[src/rtl/sscd_pkg.sv]
// Shared types, constants and functions of the seven-segment chain driver.
`default_nettype none

package sscd_pkg;

  localparam int unsigned MAX_CHAIN_DEF = 32;
  localparam int unsigned CHAIN_CAP     = 32;

  localparam logic [3:0] TABLE_LAST = 4'd10;

  localparam logic [7:0] ANODE_TAB [11] = '{
    8'h80, 8'hF2, 8'h48, 8'h60, 8'h32, 8'h24, 8'h04, 8'hF0, 8'h00, 8'h20, 8'h00
  };
  localparam logic [7:0] CATHODE_TAB [11] = '{
    8'h7F, 8'h0D, 8'hB7, 8'h9F, 8'hCD, 8'hDB, 8'hFB, 8'h0F, 8'hFF, 8'hDF, 8'hFF
  };

  typedef enum logic [1:0] {
    REQ_TIME  = 2'd0,
    REQ_DIGIT = 2'd1,
    REQ_DOT   = 2'd2,
    REQ_ALL   = 2'd3
  } req_e;

  typedef enum logic [2:0] {
    CFG_COMMON_ANODE = 3'd0,
    CFG_CHAIN_LENGTH = 3'd1,
    CFG_TIME_ORDER   = 3'd2,
    CFG_TIME_START   = 3'd3,
    CFG_COLON_POS    = 3'd4
  } cfg_idx_e;

  // Sequencer step addresses.
  typedef enum logic [2:0] {
    ST_IDLE = 3'd0,
    ST_TCHK = 3'd1,
    ST_TDIG = 3'd2,
    ST_TDOT = 3'd3,
    ST_EMIT = 3'd4,
    ST_DIG  = 3'd5,
    ST_DOT  = 3'd6,
    ST_ALL  = 3'd7
  } step_e;

  typedef enum logic [2:0] {
    OP_IDLE,
    OP_NOP,
    OP_TDIG,
    OP_DOT,
    OP_DIG,
    OP_ALL,
    OP_EMIT
  } op_e;

  typedef enum logic [2:0] {
    CND_NONE,
    CND_DISPATCH,
    CND_SHORT,
    CND_MORE,
    CND_REJECT,
    CND_DONE
  } cond_e;

  typedef struct packed {
    op_e   op;
    cond_e cond;
    step_e alt;
    step_e nxt;
  } ucw_t;

  // Write request into the frame store.
  typedef struct packed {
    logic       en;
    logic       dot_only;
    logic [4:0] addr;
    logic [7:0] data;
  } store_wr_t;

  // Control program: one word per step.
  function automatic ucw_t ucode(input step_e st);
    ucw_t w;
    case (st)
      ST_IDLE: w = '{op: OP_IDLE, cond: CND_DISPATCH, alt: ST_IDLE, nxt: ST_IDLE};
      ST_TCHK: w = '{op: OP_NOP,  cond: CND_SHORT,    alt: ST_IDLE, nxt: ST_TDIG};
      ST_TDIG: w = '{op: OP_TDIG, cond: CND_MORE,     alt: ST_TDIG, nxt: ST_TDOT};
      ST_TDOT: w = '{op: OP_DOT,  cond: CND_NONE,     alt: ST_IDLE, nxt: ST_EMIT};
      ST_EMIT: w = '{op: OP_EMIT, cond: CND_DONE,     alt: ST_IDLE, nxt: ST_EMIT};
      ST_DIG:  w = '{op: OP_DIG,  cond: CND_REJECT,   alt: ST_IDLE, nxt: ST_EMIT};
      ST_DOT:  w = '{op: OP_DOT,  cond: CND_NONE,     alt: ST_IDLE, nxt: ST_IDLE};
      ST_ALL:  w = '{op: OP_ALL,  cond: CND_NONE,     alt: ST_IDLE, nxt: ST_EMIT};
      default: w = '{op: OP_IDLE, cond: CND_DISPATCH, alt: ST_IDLE, nxt: ST_IDLE};
    endcase
    return w;
  endfunction

  function automatic step_e dispatch(input logic [1:0] req);
    step_e s;
    case (req)
      REQ_TIME:  s = ST_TCHK;
      REQ_DIGIT: s = ST_DIG;
      REQ_DOT:   s = ST_DOT;
      REQ_ALL:   s = ST_ALL;
      default:   s = ST_IDLE;
    endcase
    return s;
  endfunction

  function automatic logic [7:0] pattern(input logic [3:0] idx, input logic anode);
    logic [3:0] i;
    i = (idx > TABLE_LAST) ? TABLE_LAST : idx;
    return anode ? ANODE_TAB[i] : CATHODE_TAB[i];
  endfunction

  // Divide by ten through a reciprocal, exact for 7-bit values.
  function automatic logic [3:0] tens_of(input logic [6:0] v);
    logic [14:0] p;
    p = 15'(v) * 15'd205;
    return p[14:11];
  endfunction

  function automatic logic [3:0] ones_of(input logic [6:0] v, input logic [3:0] t);
    logic [6:0] r;
    r = v - 7'({3'b000, t}) * 7'd10;
    return r[3:0];
  endfunction

endpackage

`default_nettype wire

[src/rtl/sscd_in_if.sv]
// Request channel of the seven-segment chain driver.
`default_nettype none

interface sscd_in_if;
  logic       valid;
  logic       ready;
  logic [1:0] req_type;
  logic [6:0] hours;
  logic [6:0] minutes;
  logic [6:0] seconds;
  logic       colon_on;
  logic [7:0] position;
  logic [3:0] digit_code;
  logic       dot_on;

  modport source (
    output valid, req_type, hours, minutes, seconds, colon_on, position, digit_code,
           dot_on,
    input  ready
  );
  modport sink (
    input  valid, req_type, hours, minutes, seconds, colon_on, position, digit_code,
           dot_on,
    output ready
  );
endinterface

`default_nettype wire

[src/rtl/sscd_out_if.sv]
// Frame byte channel of the seven-segment chain driver.
`default_nettype none

interface sscd_out_if;
  logic       valid;
  logic       ready;
  logic [7:0] frame_byte;
  logic [4:0] chain_index;
  logic       latch;

  modport source (
    output valid, frame_byte, chain_index, latch,
    input  ready
  );
  modport sink (
    input  valid, frame_byte, chain_index, latch,
    output ready
  );
endinterface

`default_nettype wire

[src/rtl/sscd_store.sv]
// Frame store: one segment byte per chain register, with dot-only writes.
`default_nettype none

module sscd_store import sscd_pkg::*; #(
  parameter int unsigned DEPTH = CHAIN_CAP,
  parameter int unsigned AW    = $clog2(DEPTH)
) (
  input  logic          clk_i,
  input  logic          rst_ni,
  input  store_wr_t     wr_i,
  input  logic [AW-1:0] rd_addr_i,
  output logic [7:0]    rd_data_o
);

  logic [7:0]    mem_q [DEPTH];
  logic [AW-1:0] wa;

  assign wa        = wr_i.addr[AW-1:0];
  assign rd_data_o = mem_q[rd_addr_i];

  // Reset blanks every digit (all ones).
  always_ff @(posedge clk_i or negedge rst_ni) begin
    if (!rst_ni) begin
      for (int i = 0; i < DEPTH; i++) begin
        mem_q[i] <= 8'hFF;
      end
    end else if (wr_i.en) begin
      if (wr_i.dot_only) begin
        mem_q[wa][0] <= wr_i.data[0];
      end else begin
        mem_q[wa] <= wr_i.data;
      end
    end
  end

endmodule

`default_nettype wire

[src/rtl/seven_segment_chain_driver.sv]
// Top level: microcoded driver for a chain of seven-segment shift registers.
//
//   channel   dir  handshake                 payload
//   req_i     in   valid/ready               req_type hours minutes seconds colon_on
//                                            position digit_code dot_on
//   frame_o   out  valid/ready               frame_byte chain_index latch
//   cfg       in   cfg_we_i (no back-press)  cfg_idx_i, cfg_data_i
//
// The frame readout moves the active chain out of the store, one byte per
// cycle; a stalled sink stops it.
// Reset blanks the store at once (no clearing pass) and loads the register
// defaults. req_i.ready is high only in the idle step; the last byte may
// still wait in the output register while the next item is taken.
`default_nettype none

module seven_segment_chain_driver import sscd_pkg::*; #(
  parameter int unsigned MAX_CHAIN = MAX_CHAIN_DEF
) (
  input  logic       clk_i,
  input  logic       rst_ni,
  input  logic       cfg_we_i,
  input  logic [2:0] cfg_idx_i,
  input  logic [5:0] cfg_data_i,
  sscd_in_if.sink    req_i,
  sscd_out_if.source frame_o
);

  // Only positions below 32 can ever be in use.
  localparam int unsigned DEPTH = (MAX_CHAIN < CHAIN_CAP) ? MAX_CHAIN : CHAIN_CAP;
  localparam int unsigned AW    = $clog2(DEPTH);
  localparam logic [5:0]  NMAX  = 6'(DEPTH);

  // Configuration registers.
  logic       anode_q;
  logic [5:0] chain_len_q;
  logic [1:0] order_q;
  logic [4:0] tstart_q;
  logic [4:0] colon_pos_q;

  // Captured item.
  logic [1:0] req_q;
  logic [6:0] hrs_q, min_q, sec_q;
  logic       colon_on_q;
  logic [7:0] pos_q;
  logic [3:0] code_q;
  logic       dot_q;

  // Sequencer.
  step_e      step_q, step_d;
  ucw_t       uc;
  logic [2:0] k_q, k_d;
  logic [4:0] cnt_q, cnt_d;
  logic       hit;

  // Output register.
  logic       ov_q;
  logic [7:0] fb_q;
  logic [4:0] ci_q;
  logic       lt_q;

  logic       acc;
  logic [5:0] n_eff;
  store_wr_t  wr;
  logic [7:0] rd_data;

  // Datapath terms.
  logic [6:0] tval;
  logic [3:0] tens, ones, tdig;
  logic [5:0] tpos;
  logic [7:0] dpos;
  logic       don, dot_in, set_bit;
  logic       dig_ok, all_one, fill;
  logic [7:0] lit, pm1;
  logic       out_load, done;

  assign uc    = ucode(step_q);
  assign acc   = req_i.valid && req_i.ready;
  assign n_eff = (chain_len_q > NMAX) ? NMAX : chain_len_q;
  assign req_i.ready = (uc.op == OP_IDLE);

  // ---------------- configuration ----------------
  always_ff @(posedge clk_i or negedge rst_ni) begin
    if (!rst_ni) begin
      anode_q     <= 1'b1;
      chain_len_q <= 6'd8;
      order_q     <= 2'd1;
      tstart_q    <= 5'd0;
      colon_pos_q <= 5'd1;
    end else if (cfg_we_i) begin
      case (cfg_idx_i)
        CFG_COMMON_ANODE: anode_q     <= cfg_data_i[0];
        CFG_CHAIN_LENGTH: chain_len_q <= cfg_data_i;
        CFG_TIME_ORDER:   order_q     <= cfg_data_i[1:0];
        CFG_TIME_START:   tstart_q    <= cfg_data_i[4:0];
        CFG_COLON_POS:    colon_pos_q <= cfg_data_i[4:0];
        default: ;
      endcase
    end
  end

  // ---------------- capture the item ----------------
  always_ff @(posedge clk_i) begin
    if (acc) begin
      req_q      <= req_i.req_type;
      hrs_q      <= req_i.hours;
      min_q      <= req_i.minutes;
      sec_q      <= req_i.seconds;
      colon_on_q <= req_i.colon_on;
      pos_q      <= req_i.position;
      code_q     <= req_i.digit_code;
      dot_q      <= req_i.dot_on;
    end
  end

  // ---------------- datapath terms ----------------
  always_comb begin
    // Order bit 0 puts hours first, order bit 1 puts the ones digit first.
    case (k_q[2:1])
      2'd0:    tval = order_q[0] ? hrs_q : sec_q;
      2'd1:    tval = min_q;
      default: tval = order_q[0] ? sec_q : hrs_q;
    endcase
    tens = tens_of(tval);
    ones = ones_of(tval, tens);
    tdig = (order_q[1] ^ k_q[0]) ? ones : tens;
    tpos = {1'b0, tstart_q} + {3'b000, k_q};

    // Colon in time mode, addressed dot otherwise.
    dpos    = (req_q == REQ_TIME) ? {3'b000, colon_pos_q} : pos_q;
    don     = (req_q == REQ_TIME) ? colon_on_q : dot_q;
    dot_in  = (dpos < {2'b00, n_eff});
    set_bit = anode_q ? !don : don;

    dig_ok  = (pos_q < {2'b00, n_eff}) && (code_q <= TABLE_LAST);
    lit     = anode_q ? 8'h00 : 8'hFF;
    pm1     = pos_q - 8'd1;
    all_one = (pos_q != 8'd0) && (pos_q <= {2'b00, n_eff});
    // All on with position zero lights each byte as it is read out.
    fill    = (req_q == REQ_ALL) && (pos_q == 8'd0);

    out_load = (uc.op == OP_EMIT) && (n_eff != 6'd0) && (!ov_q || frame_o.ready);
    done     = (n_eff == 6'd0) || (out_load && (cnt_q == 5'd0));
  end

  // ---------------- store write per step ----------------
  always_comb begin
    wr = '0;
    case (uc.op)
      OP_TDIG: begin
        wr.en   = (tpos < n_eff);
        wr.addr = tpos[4:0];
        wr.data = pattern(tdig, anode_q);
      end
      OP_DOT: begin
        wr.en       = dot_in;
        wr.dot_only = 1'b1;
        wr.addr     = dpos[4:0];
        wr.data     = {7'd0, set_bit};
      end
      OP_DIG: begin
        wr.en   = dig_ok;
        wr.addr = pos_q[4:0];
        wr.data = pattern(code_q, anode_q);
      end
      OP_ALL: begin
        wr.en   = all_one;
        wr.addr = pm1[4:0];
        wr.data = lit;
      end
      OP_EMIT: begin
        wr.en   = out_load && fill;
        wr.addr = cnt_q;
        wr.data = lit;
      end
      default: wr = '0;
    endcase
  end

  sscd_store #(
    .DEPTH (DEPTH),
    .AW    (AW)
  ) u_store (
    .clk_i     (clk_i),
    .rst_ni    (rst_ni),
    .wr_i      (wr),
    .rd_addr_i (cnt_q[AW-1:0]),
    .rd_data_o (rd_data)
  );

  // ---------------- sequencer ----------------
  always_comb begin
    case (uc.cond)
      CND_SHORT:  hit = (n_eff < 6'd6);
      CND_MORE:   hit = (k_q != 3'd5);
      CND_REJECT: hit = !dig_ok;
      CND_DONE:   hit = done;
      default:    hit = 1'b0;
    endcase

    if (uc.cond == CND_DISPATCH) begin
      step_d = acc ? dispatch(req_i.req_type) : uc.nxt;
    end else begin
      step_d = hit ? uc.alt : uc.nxt;
    end

    k_d   = k_q;
    cnt_d = cnt_q;
    if (acc) begin
      k_d   = 3'd0;
      cnt_d = 5'(n_eff - 6'd1);
    end else if (uc.op == OP_TDIG) begin
      k_d = k_q + 3'd1;
    end else if (out_load) begin
      cnt_d = cnt_q - 5'd1;
    end
  end

  always_ff @(posedge clk_i or negedge rst_ni) begin
    if (!rst_ni) begin
      step_q <= ST_IDLE;
      k_q    <= 3'd0;
      cnt_q  <= 5'd0;
    end else begin
      step_q <= step_d;
      k_q    <= k_d;
      cnt_q  <= cnt_d;
    end
  end

  // ---------------- output register ----------------
  always_ff @(posedge clk_i or negedge rst_ni) begin
    if (!rst_ni) begin
      ov_q <= 1'b0;
    end else if (out_load) begin
      ov_q <= 1'b1;
    end else if (frame_o.ready) begin
      ov_q <= 1'b0;
    end
  end

  always_ff @(posedge clk_i) begin
    if (out_load) begin
      fb_q <= fill ? lit : rd_data;
      ci_q <= cnt_q;
      lt_q <= (cnt_q == 5'd0);
    end
  end

  assign frame_o.valid       = ov_q;
  assign frame_o.frame_byte  = fb_q;
  assign frame_o.chain_index = ci_q;
  assign frame_o.latch       = lt_q;

  // ---------------- assertions ----------------
  a_latch_last: assert property (@(posedge clk_i) disable iff (!rst_ni)
    frame_o.valid |-> (frame_o.latch == (frame_o.chain_index == 5'd0)))
    else $error("latch flag not on position zero");

  a_emit_in_chain: assert property (@(posedge clk_i) disable iff (!rst_ni)
    out_load |-> ({1'b0, cnt_q} < n_eff))
    else $error("readout index beyond the active chain");

  a_busy_after_accept: assert property (@(posedge clk_i) disable iff (!rst_ni)
    acc |=> !req_i.ready)
    else $error("request taken twice without work");

  a_digit_count: assert property (@(posedge clk_i) disable iff (!rst_ni)
    (step_q == ST_TDIG) |-> (k_q < 3'd6))
    else $error("time digit counter overrun");

endmodule

`default_nettype wire
[src/flat_wrapper.sv]
// flat-port wrapper written by rule: the top's interface ports become plain ports
module seven_segment_chain_driver_flat import sscd_pkg::*;
#(
  parameter int unsigned MAX_CHAIN = MAX_CHAIN_DEF
)
  (clk_i, rst_ni, cfg_we_i, cfg_idx_i, cfg_data_i, req_i_valid, req_i_req_type, req_i_hours, req_i_minutes, req_i_seconds, req_i_colon_on, req_i_position, req_i_digit_code, req_i_dot_on, req_i_ready, frame_o_valid, frame_o_frame_byte, frame_o_chain_index, frame_o_latch, frame_o_ready);
  sscd_in_if req_i_i ();
  sscd_out_if frame_o_i ();
  input  logic clk_i;
  input  logic rst_ni;
  input  logic cfg_we_i;
  input  logic [2:0] cfg_idx_i;
  input  logic [5:0] cfg_data_i;
  input wire logic [$bits(req_i_i.valid)-1:0] req_i_valid;
  input wire logic [$bits(req_i_i.req_type)-1:0] req_i_req_type;
  input wire logic [$bits(req_i_i.hours)-1:0] req_i_hours;
  input wire logic [$bits(req_i_i.minutes)-1:0] req_i_minutes;
  input wire logic [$bits(req_i_i.seconds)-1:0] req_i_seconds;
  input wire logic [$bits(req_i_i.colon_on)-1:0] req_i_colon_on;
  input wire logic [$bits(req_i_i.position)-1:0] req_i_position;
  input wire logic [$bits(req_i_i.digit_code)-1:0] req_i_digit_code;
  input wire logic [$bits(req_i_i.dot_on)-1:0] req_i_dot_on;
  output wire logic [$bits(req_i_i.ready)-1:0] req_i_ready;
  output wire logic [$bits(frame_o_i.valid)-1:0] frame_o_valid;
  output wire logic [$bits(frame_o_i.frame_byte)-1:0] frame_o_frame_byte;
  output wire logic [$bits(frame_o_i.chain_index)-1:0] frame_o_chain_index;
  output wire logic [$bits(frame_o_i.latch)-1:0] frame_o_latch;
  input wire logic [$bits(frame_o_i.ready)-1:0] frame_o_ready;
  assign req_i_i.valid = req_i_valid;
  assign req_i_i.req_type = req_i_req_type;
  assign req_i_i.hours = req_i_hours;
  assign req_i_i.minutes = req_i_minutes;
  assign req_i_i.seconds = req_i_seconds;
  assign req_i_i.colon_on = req_i_colon_on;
  assign req_i_i.position = req_i_position;
  assign req_i_i.digit_code = req_i_digit_code;
  assign req_i_i.dot_on = req_i_dot_on;
  assign req_i_ready = req_i_i.ready;
  assign frame_o_valid = frame_o_i.valid;
  assign frame_o_frame_byte = frame_o_i.frame_byte;
  assign frame_o_chain_index = frame_o_i.chain_index;
  assign frame_o_latch = frame_o_i.latch;
  assign frame_o_i.ready = frame_o_ready;
  seven_segment_chain_driver #(.MAX_CHAIN(MAX_CHAIN)) u_core (.clk_i(clk_i), .rst_ni(rst_ni), .cfg_we_i(cfg_we_i), .cfg_idx_i(cfg_idx_i), .cfg_data_i(cfg_data_i), .req_i(req_i_i), .frame_o(frame_o_i));
endmodule
[config.mk]
export PLATFORM = sky130hd
export DESIGN_NAME = seven_segment_chain_driver_flat
export DESIGN_NICKNAME = d
export VERILOG_FILES = /design/src/rtl/sscd_pkg.sv /design/src/rtl/sscd_in_if.sv /design/src/rtl/sscd_out_if.sv /design/src/rtl/sscd_store.sv /design/src/rtl/seven_segment_chain_driver.sv /design/src/flat_wrapper.sv
export SDC_FILE = /design/constraint.sdc
export NUM_CORES = 1
export LEC_CHECK = 0
export BUFFER_PORTS_ARGS = -buffer_cell sky130_fd_sc_hd__buf_2
export CORE_MARGIN = 4
export CORE_UTILIZATION = 28
export DETAILED_ROUTE_END_ITERATION = 8
export PLACE_DENSITY_LB_ADDON = 0.12
export REMOVE_ABC_BUFFERS = 1
export SYNTH_ARGS = -nofsm -noshare
export SYNTH_HDL_FRONTEND = slang
export SYNTH_SLANG_ARGS = --single-unit
[constraint.sdc]
create_clock -name clk_i -period 11.4 [get_ports clk_i]
set_clock_uncertainty 0.15 [all_clocks]
set_input_delay 2.28 -clock clk_i [delete_from_list [all_inputs] [get_ports clk_i]]
set_output_delay 2.28 -clock clk_i [all_outputs]
set_load 0.01 [all_outputs]
# Word level (Yosys, flattened, before mapping)

Memories as Yosys holds them, arrays and structs flattened.
Index checks and enable logic that the tools add are counted.

Order comparisons: 14
Multiplexer cells: 47
Add/sub/neg operators: 6
Eq/ne operators: 21
$mul: 2
Bitwise gates (word level): 5
Reduce and logical (&&, ||, !) cells: 33

Operators with widths:

| cell                 | count |
|---|---|
| $bwmux 256           | 2 |
| $mux 256             | 1 |
| $mux 8               | 16 |
| $demux 8 s5          | 2 |
| $pmux 13 s5          | 1 |
| $bmux 8 s5           | 1 |
| $eq 3x2->1 const B   | 6 |
| $eq 3x3->1 const B   | 6 |
| $lt 8x6->1           | 2 |
| $mul 7x8->15 const B | 1 |
| $mux 3               | 5 |
| $mux 5               | 3 |
| $sub 5x1->5 const B  | 3 |
| $mux 7               | 2 |
| $pmux 7 s2           | 1 |
| $ge 6x6->1 const B   | 2 |
| $mux 4               | 3 |
| $not 5->6            | 2 |
| $pmux 3 s4           | 1 |
| $reduce_and 2->1     | 6 |
| $ge 5x5->1 const B   | 2 |
| $not 4->5            | 2 |
| $logic_and 1x1->1    | 9 |
| $gt 4x4->1 const B   | 2 |
| 30 further kinds     | 47 |

Bits in registers: 338
Input bits: 51
Output and inout bits: 16
Memories kept: 5
Bits in read-only memories: 592
Logic and storage cells: 185

Memories:

| memory          | words | bits a word | read ports | clocked after memory_dff | wr ports | RTL line        | text |
|---|---|---|---|---|---|---|---|
| (no name shown) | 16    | 8           | 1          | 0                        | 0        | sscd_pkg.sv:111 | `return anode ? ANODE_TAB[i] : CATHODE_TAB[i];` |
| (no name shown) | 16    | 8           | 1          | 0                        | 0        | sscd_pkg.sv:111 |  |
| (no name shown) | 16    | 8           | 1          | 0                        | 0        | sscd_pkg.sv:111 |  |
| (no name shown) | 16    | 8           | 1          | 0                        | 0        | sscd_pkg.sv:111 |  |
| (no name shown) | 8     | 10          | 1          | 0                        | 0        | sscd_pkg.sv:82  | `case (st)` |

# Logic depth before layout (Yosys ltp)

Depth in word-level cells: 21
Mapped depth: 38
Depth with buffers taken out: 35

# By module

A second synthesis with hierarchy kept.

Cell total of the unflattened synthesis: 1,375
Area, all modules: 18,402.6 µm²

Modules (own cells, without submodules):

| module                     | cells an instance | instances | seq. area each (µm²) | area each (µm²) |
|---|---|---|---|---|
| sscd_store                 | 756               | 1         | 6,726.5              | 12,184.2 |
| seven_segment_chain_driver | 619               | 1         | 2,312.2              | 6,218.5 |

# Worst setup path before layout

No wires, ideal clock.

Kind: register to register
From: register u_core.order_q[0]
To: register u_core.u_store.mem_q[101] in the netlist's numbering
Slack: 3,144 ps
Required time: 11,182 ps
Period minus slack after synthesis: 8,256 ps
Arrival time: 8,038 ps
Library setup time: 68 ps
Stages on the path, launching flop included: 35
Buffers on the path: 3
Cell sequence: dfstp_2 > buf_6 > clkbuf_1 > mux2_2 > nand2_1 > o21ai_0 > ha_1 > inv_1 > fa_1 > inv_1 > ha_1 > inv_1 > fa_1 > inv_1 > ha_1 > nand3_1 > or2_2 > o31a_1 > nor2_1 > ha_1 > inv_1 > fa_1 > xor2_1 > xnor3_2 > mux2i_4 > and2_1 > a211oi_1 > nor2_1 > ha_1 > o41ai_1 > a211oi_1 > a2111oi_0 > o22ai_2 > buf_2 > a21oi_2

Longest elaborated chain between the ends: 16
Elaborated cells between the ends (all ways): 21
Classes of those cells: add/sub (1); mul (2); order compare (1); mux (14); bitwise (1); memory (2)

RTL lines:

| what                                       | RTL line                                                             | text |
|---|---|---|
| from (decl)                                | seven_segment_chain_driver.sv:36                                     | `logic [1:0] order_q;` |
| from (signal assigned)                     | seven_segment_chain_driver.sv:93                                     | `CFG_TIME_ORDER: order_q <= cfg_data_i[1:0];` |
| $mux 7 (on tied branches)                  | seven_segment_chain_driver.sv:121, seven_segment_chain_driver.sv:119 |  |
| $pmux 7 s2 (*)                             | seven_segment_chain_driver.sv:118                                    | `case (k_q[2:1])` |
| $mul 7x8->15                               | sscd_pkg.sv:117                                                      | `p = 15'(v) * 15'd205;` |
| $mul 4x3->3                                | sscd_pkg.sv:123                                                      | `r = v - 7'({3'b000, t}) * 7'd10;` |
| $sub 4x4->4                                | sscd_pkg.sv:123                                                      |  |
| $mux 4 (*)                                 | seven_segment_chain_driver.sv:125                                    | `tdig = (order_q[1] ^ k_q[0]) ? ones : tens;` |
| $gt 4x4->1                                 | sscd_pkg.sv:110                                                      | `i = (idx > TABLE_LAST) ? TABLE_LAST : idx;` |
| $mux 4 (*)                                 | sscd_pkg.sv:110                                                      |  |
| $not 4->5 (implied by the code) (*)        | sscd_pkg.sv:111                                                      |  |
| $mem_v2 16x8                               | -                                                                    |  |
| $mux 8 (implied by the code) (2 in series) | sscd_pkg.sv:111                                                      |  |
| $mux 8 (*)                                 | sscd_pkg.sv:111                                                      |  |
| $pmux 13 s5 (*)                            | seven_segment_chain_driver.sv:148                                    | `case (uc.op)` |
| $bwmux 256 (on tied branches)              | sscd_store.sv:31, sscd_store.sv:29                                   |  |
| $mux 256 (*)                               | sscd_store.sv:28                                                     | `if (wr_i.dot_only) begin` |
| to (signal, indexed assignment)            | sscd_store.sv:29                                                     | `mem_q[wa][0] <= wr_i.data[0];` |
| to (signal, indexed assignment)            | sscd_store.sv:31                                                     | `mem_q[wa] <= wr_i.data;` |
| to (decl)                                  | sscd_store.sv:15                                                     | `logic [7:0] mem_q [DEPTH];` |

Mark *: on every way between the ends. The rest lies on a longest branch, timed or not. The select of a mux whose other input is x is not followed.
A chain may end at the register's enable or synchronous reset.

# Final worst setup path

From: register u_core.order_q[0]
To: register u_core.u_store.mem_q[253] in the netlist's numbering

The elaborated chain is that of the path after synthesis.

==> results.yml <==
outcome:
  status: "finished clean"
setup_path:
  critPathMaxStageDelay_ns: 0.78
  arrival_ns: 9.82
  cp-start-kind: "flop"
  path_common_cell: "ha_1"
  crit_type: "reg2reg"
  cp_max_fo: 32
  endpoint_kind: "flop"
  startpoint: "u_core.order_q[0]$_DFFE_PN1P_"
  cp_data_required_time_ns: 11.74
  critPathSlowestCell: "a31oi_1"
  rr_worst_depth: 29
  r2r-start: "u_core.order_q[0]$_DFFE_PN1P_"
  ff2ff_setup_slack_ns: 1.92
synth:
  yosysWarnings: 0
  synth_adder_area_share_pct: 5.81
  seq_area_frac_synth_pct: 47.2
  synth_edf_count: 51
  yosys.area.top_type: "dfstp_2"
  syn_area_per_cell_um2: 12.3
  synth-compound-area-share_pct: 8.99
  syn_inst: 1555
  ys.flop_type: "dfstp_2"
  synth_simple_gate_area_share_pct: 9.59
  ys_async_sr_fraction_pct: 84.9
  muxShareOfSynthArea_pct: 24.0
  synth_top_cells_by_area: "dfstp_2, mux2_2, mux4_2"
  synthDominantCellAreaShare_pct: 35.6
  ys_types: 84
  synth_top_family_by_area: "multiplexers"
  synthXorXnorAreaFrac_pct: 1.08
  synth-seq-cells: 338
  syn_area_mm2: 0.0192
clocking:
  holdBufCountCts: 0
  post_cts.repair.setup_buffers: 0
  clkTransAtPathRegs_ns: 0.06
  cts-root-buf: "clkbuf_16"
  clock_latency_ns: 0.59
  clock_sinks: 338
  cts_buffer_depth: 3
  cts_resized: 0
  cts_buffers: 43
  cts.htree.levels: 2
  tritoncts: "built"
worst_hold_path:
  hold_depth: 2
  worstHoldStart: "u_core.u_store.mem_q[127]$_DFFE_PN1P_"
  min_path_type: "reg2reg"
detailed_routing:
  drt_iter0_drc: 768
  drt.antenna.violating_nets: 0
  wl_per_cell_um: 22.3
  drtPass1Iterations: 5
  viasPerCell: 5.10
  drc_errors: 0
  wl_mm: 55.8
  routed-via-count: 12700
grt:
  grt_pass1_wl_mm: 86.2
  grt_max_degree: 141
  grt_usage_pct: 15.2
  grt_overflow: 0
  grt_pass1_vias: 13400
  antenna_found_initial: 0
sta:
  min_period_ns: 9.48
  drv_slew: 0
  finalHoldViolCount: 0
  holdWs_ns: 0.313
  fmax_mhz: 106
  fin_ws_ns: 1.92
  max_slew_margin_pct: 20.3
  tns_ns: 0
  rsz0062_at_grt: "false"
  worst_pin_slew_ns: 1.19
  fin_crit_sh_pct: 83.1
  setup_viol: 0
layout:
  final_util_pct: 32.5
  area_growth_pct: 14.5
  fin_nets: 1726
  layout-drive-gt1-share_pct: 47.6
  antennaDiodeCount: 0
die:
  initial_core_util_pct: 28.4
  ios: 67
  dieArea_mm2: 0.0727
  rows: 95
  fp.dieH_um: 270
  die_x_um: 270
  design.core.area_mm2: 0.0675
placement:
  hpwl_mm: 37.1
  pre_cts_ws_ns: 1.97
  gp_congestion: 0.794
  portBuffers: 66
job:
  drv_cap: 0
[layout make-up]
type	count	area [µm²]
fill	6730	45600
multi-input combinational	1060	9560
sequential	338	9050
clock buffer	62	1270
tap	873	1090
timing repair buffer	92	548
clock inverter	17	229
inverter	57	214
[placed cells by master (no fill, tap or decap), drive strengths merged, types with 61 or more instances in the layout]
cell | synthesis | routed
mux4 | 80 | 80
buf | 45 | 92
dfstp | 260 | 260
a21oi | 82 | 82
nand2 | 119 | 119
ha | 73 | 73
inv | 56 | 61
o21ai | 64 | 64
nor2 | 70 | 70
mux2 | 220 | 220
clkbuf | 55 | 62
[metrics by stage]
step / std cells / area [µm²]
after floorplan: 1455 / 18700
after global placement: 2420 / 20500
after detailed placement: 2420 / 20500
after CTS: 2499 / 22000
after global routing: 2499 / 22000
final: 2499 / 22000
[synth_stat cells (7+ instances only)]
master and count:
dfstp_2 260, mux2_2 217, nand2_1 119, mux4_2 80, ha_1 73, nor2_1 68
a21oi_1 67, inv_1 56, clkbuf_1 54, edfxtp_1 51, o21ai_0 37, nand3_1 34
buf_2 32, nor3_1 32, mux2i_1 29, dfrtp_1 27, o21ai_1 26, a31oi_1 21
and3_1 20, nand2b_1 17, a21oi_2 15, nor2b_1 14, nor3b_1 13, xnor2_1 13
a21o_1 10, buf_1 10, fa_1 10, o211ai_1 9, a211oi_1 8, nand4_1 8
xor2_1 8, and2_1 7
[final timing paths]
check                                                         to
setup reg to reg           u_core.u_store.mem_q[253]$_DFFE_PN1P_
min in group asynchronous   u_core.u_store.mem_q[70]$_DFFE_PN1P_
hold / removal             u_core.u_store.mem_q[127]$_DFFE_PN1P_
hold reg to reg            u_core.u_store.mem_q[127]$_DFFE_PN1P_
max in group asynchronous            u_core.cnt_q[0]$_DFFE_PN0P_
setup / recovery           u_core.u_store.mem_q[253]$_DFFE_PN1P_
[flip-flops by register name, indices dropped and copies added, names as in the netlist, 6 cells and up, named ones only]
name                       count
u_core.hrs_q                   7
u_core.pos_q                   8
u_core.u_store.mem_q         224
u_core.min_q                   7
u_core.chain_len_q             6
u_core.frame_o.frame_byte      8
u_core.sec_q                   7
[critical path: cells and delay by family, from the launching register on]
family	cells	cell delay, ns
AOI/OAI and AO/OA	12	4.26
and+or+nand+nor	3	0.38
muxes	1	0.38
adders and majority gates	8	2.93
DFF	1	0.77
buffers and inverters	5	0.53
[layer usage]
metal	share of wire, %	up-vias	routed length [µm]	track usage [%]
li1	-	5839	-	-
met1	47	6610	26200	21.0
met2	48	230	26600	25.3
met3	3.2	67	1810	2.18
met4	2.0	0	1100	3.82
met5	0	-	0	0
[logic make-up after synthesis]
| group | after synthesis |
|---|---|
| adder cells (fa/ha/maj) | 83 |
| flip-flops | 338 |
| AND/OR/NAND/NOR | 367 |
| XOR/XNOR | 22 |
| multiplexers | 330 |
| AO/OA/AOI/OAI | 258 |
| buffers and inverters | 157 |
Power is not shown: default switching activity piles up to over one toggle a cycle in this logic, so the estimate is an artifact.
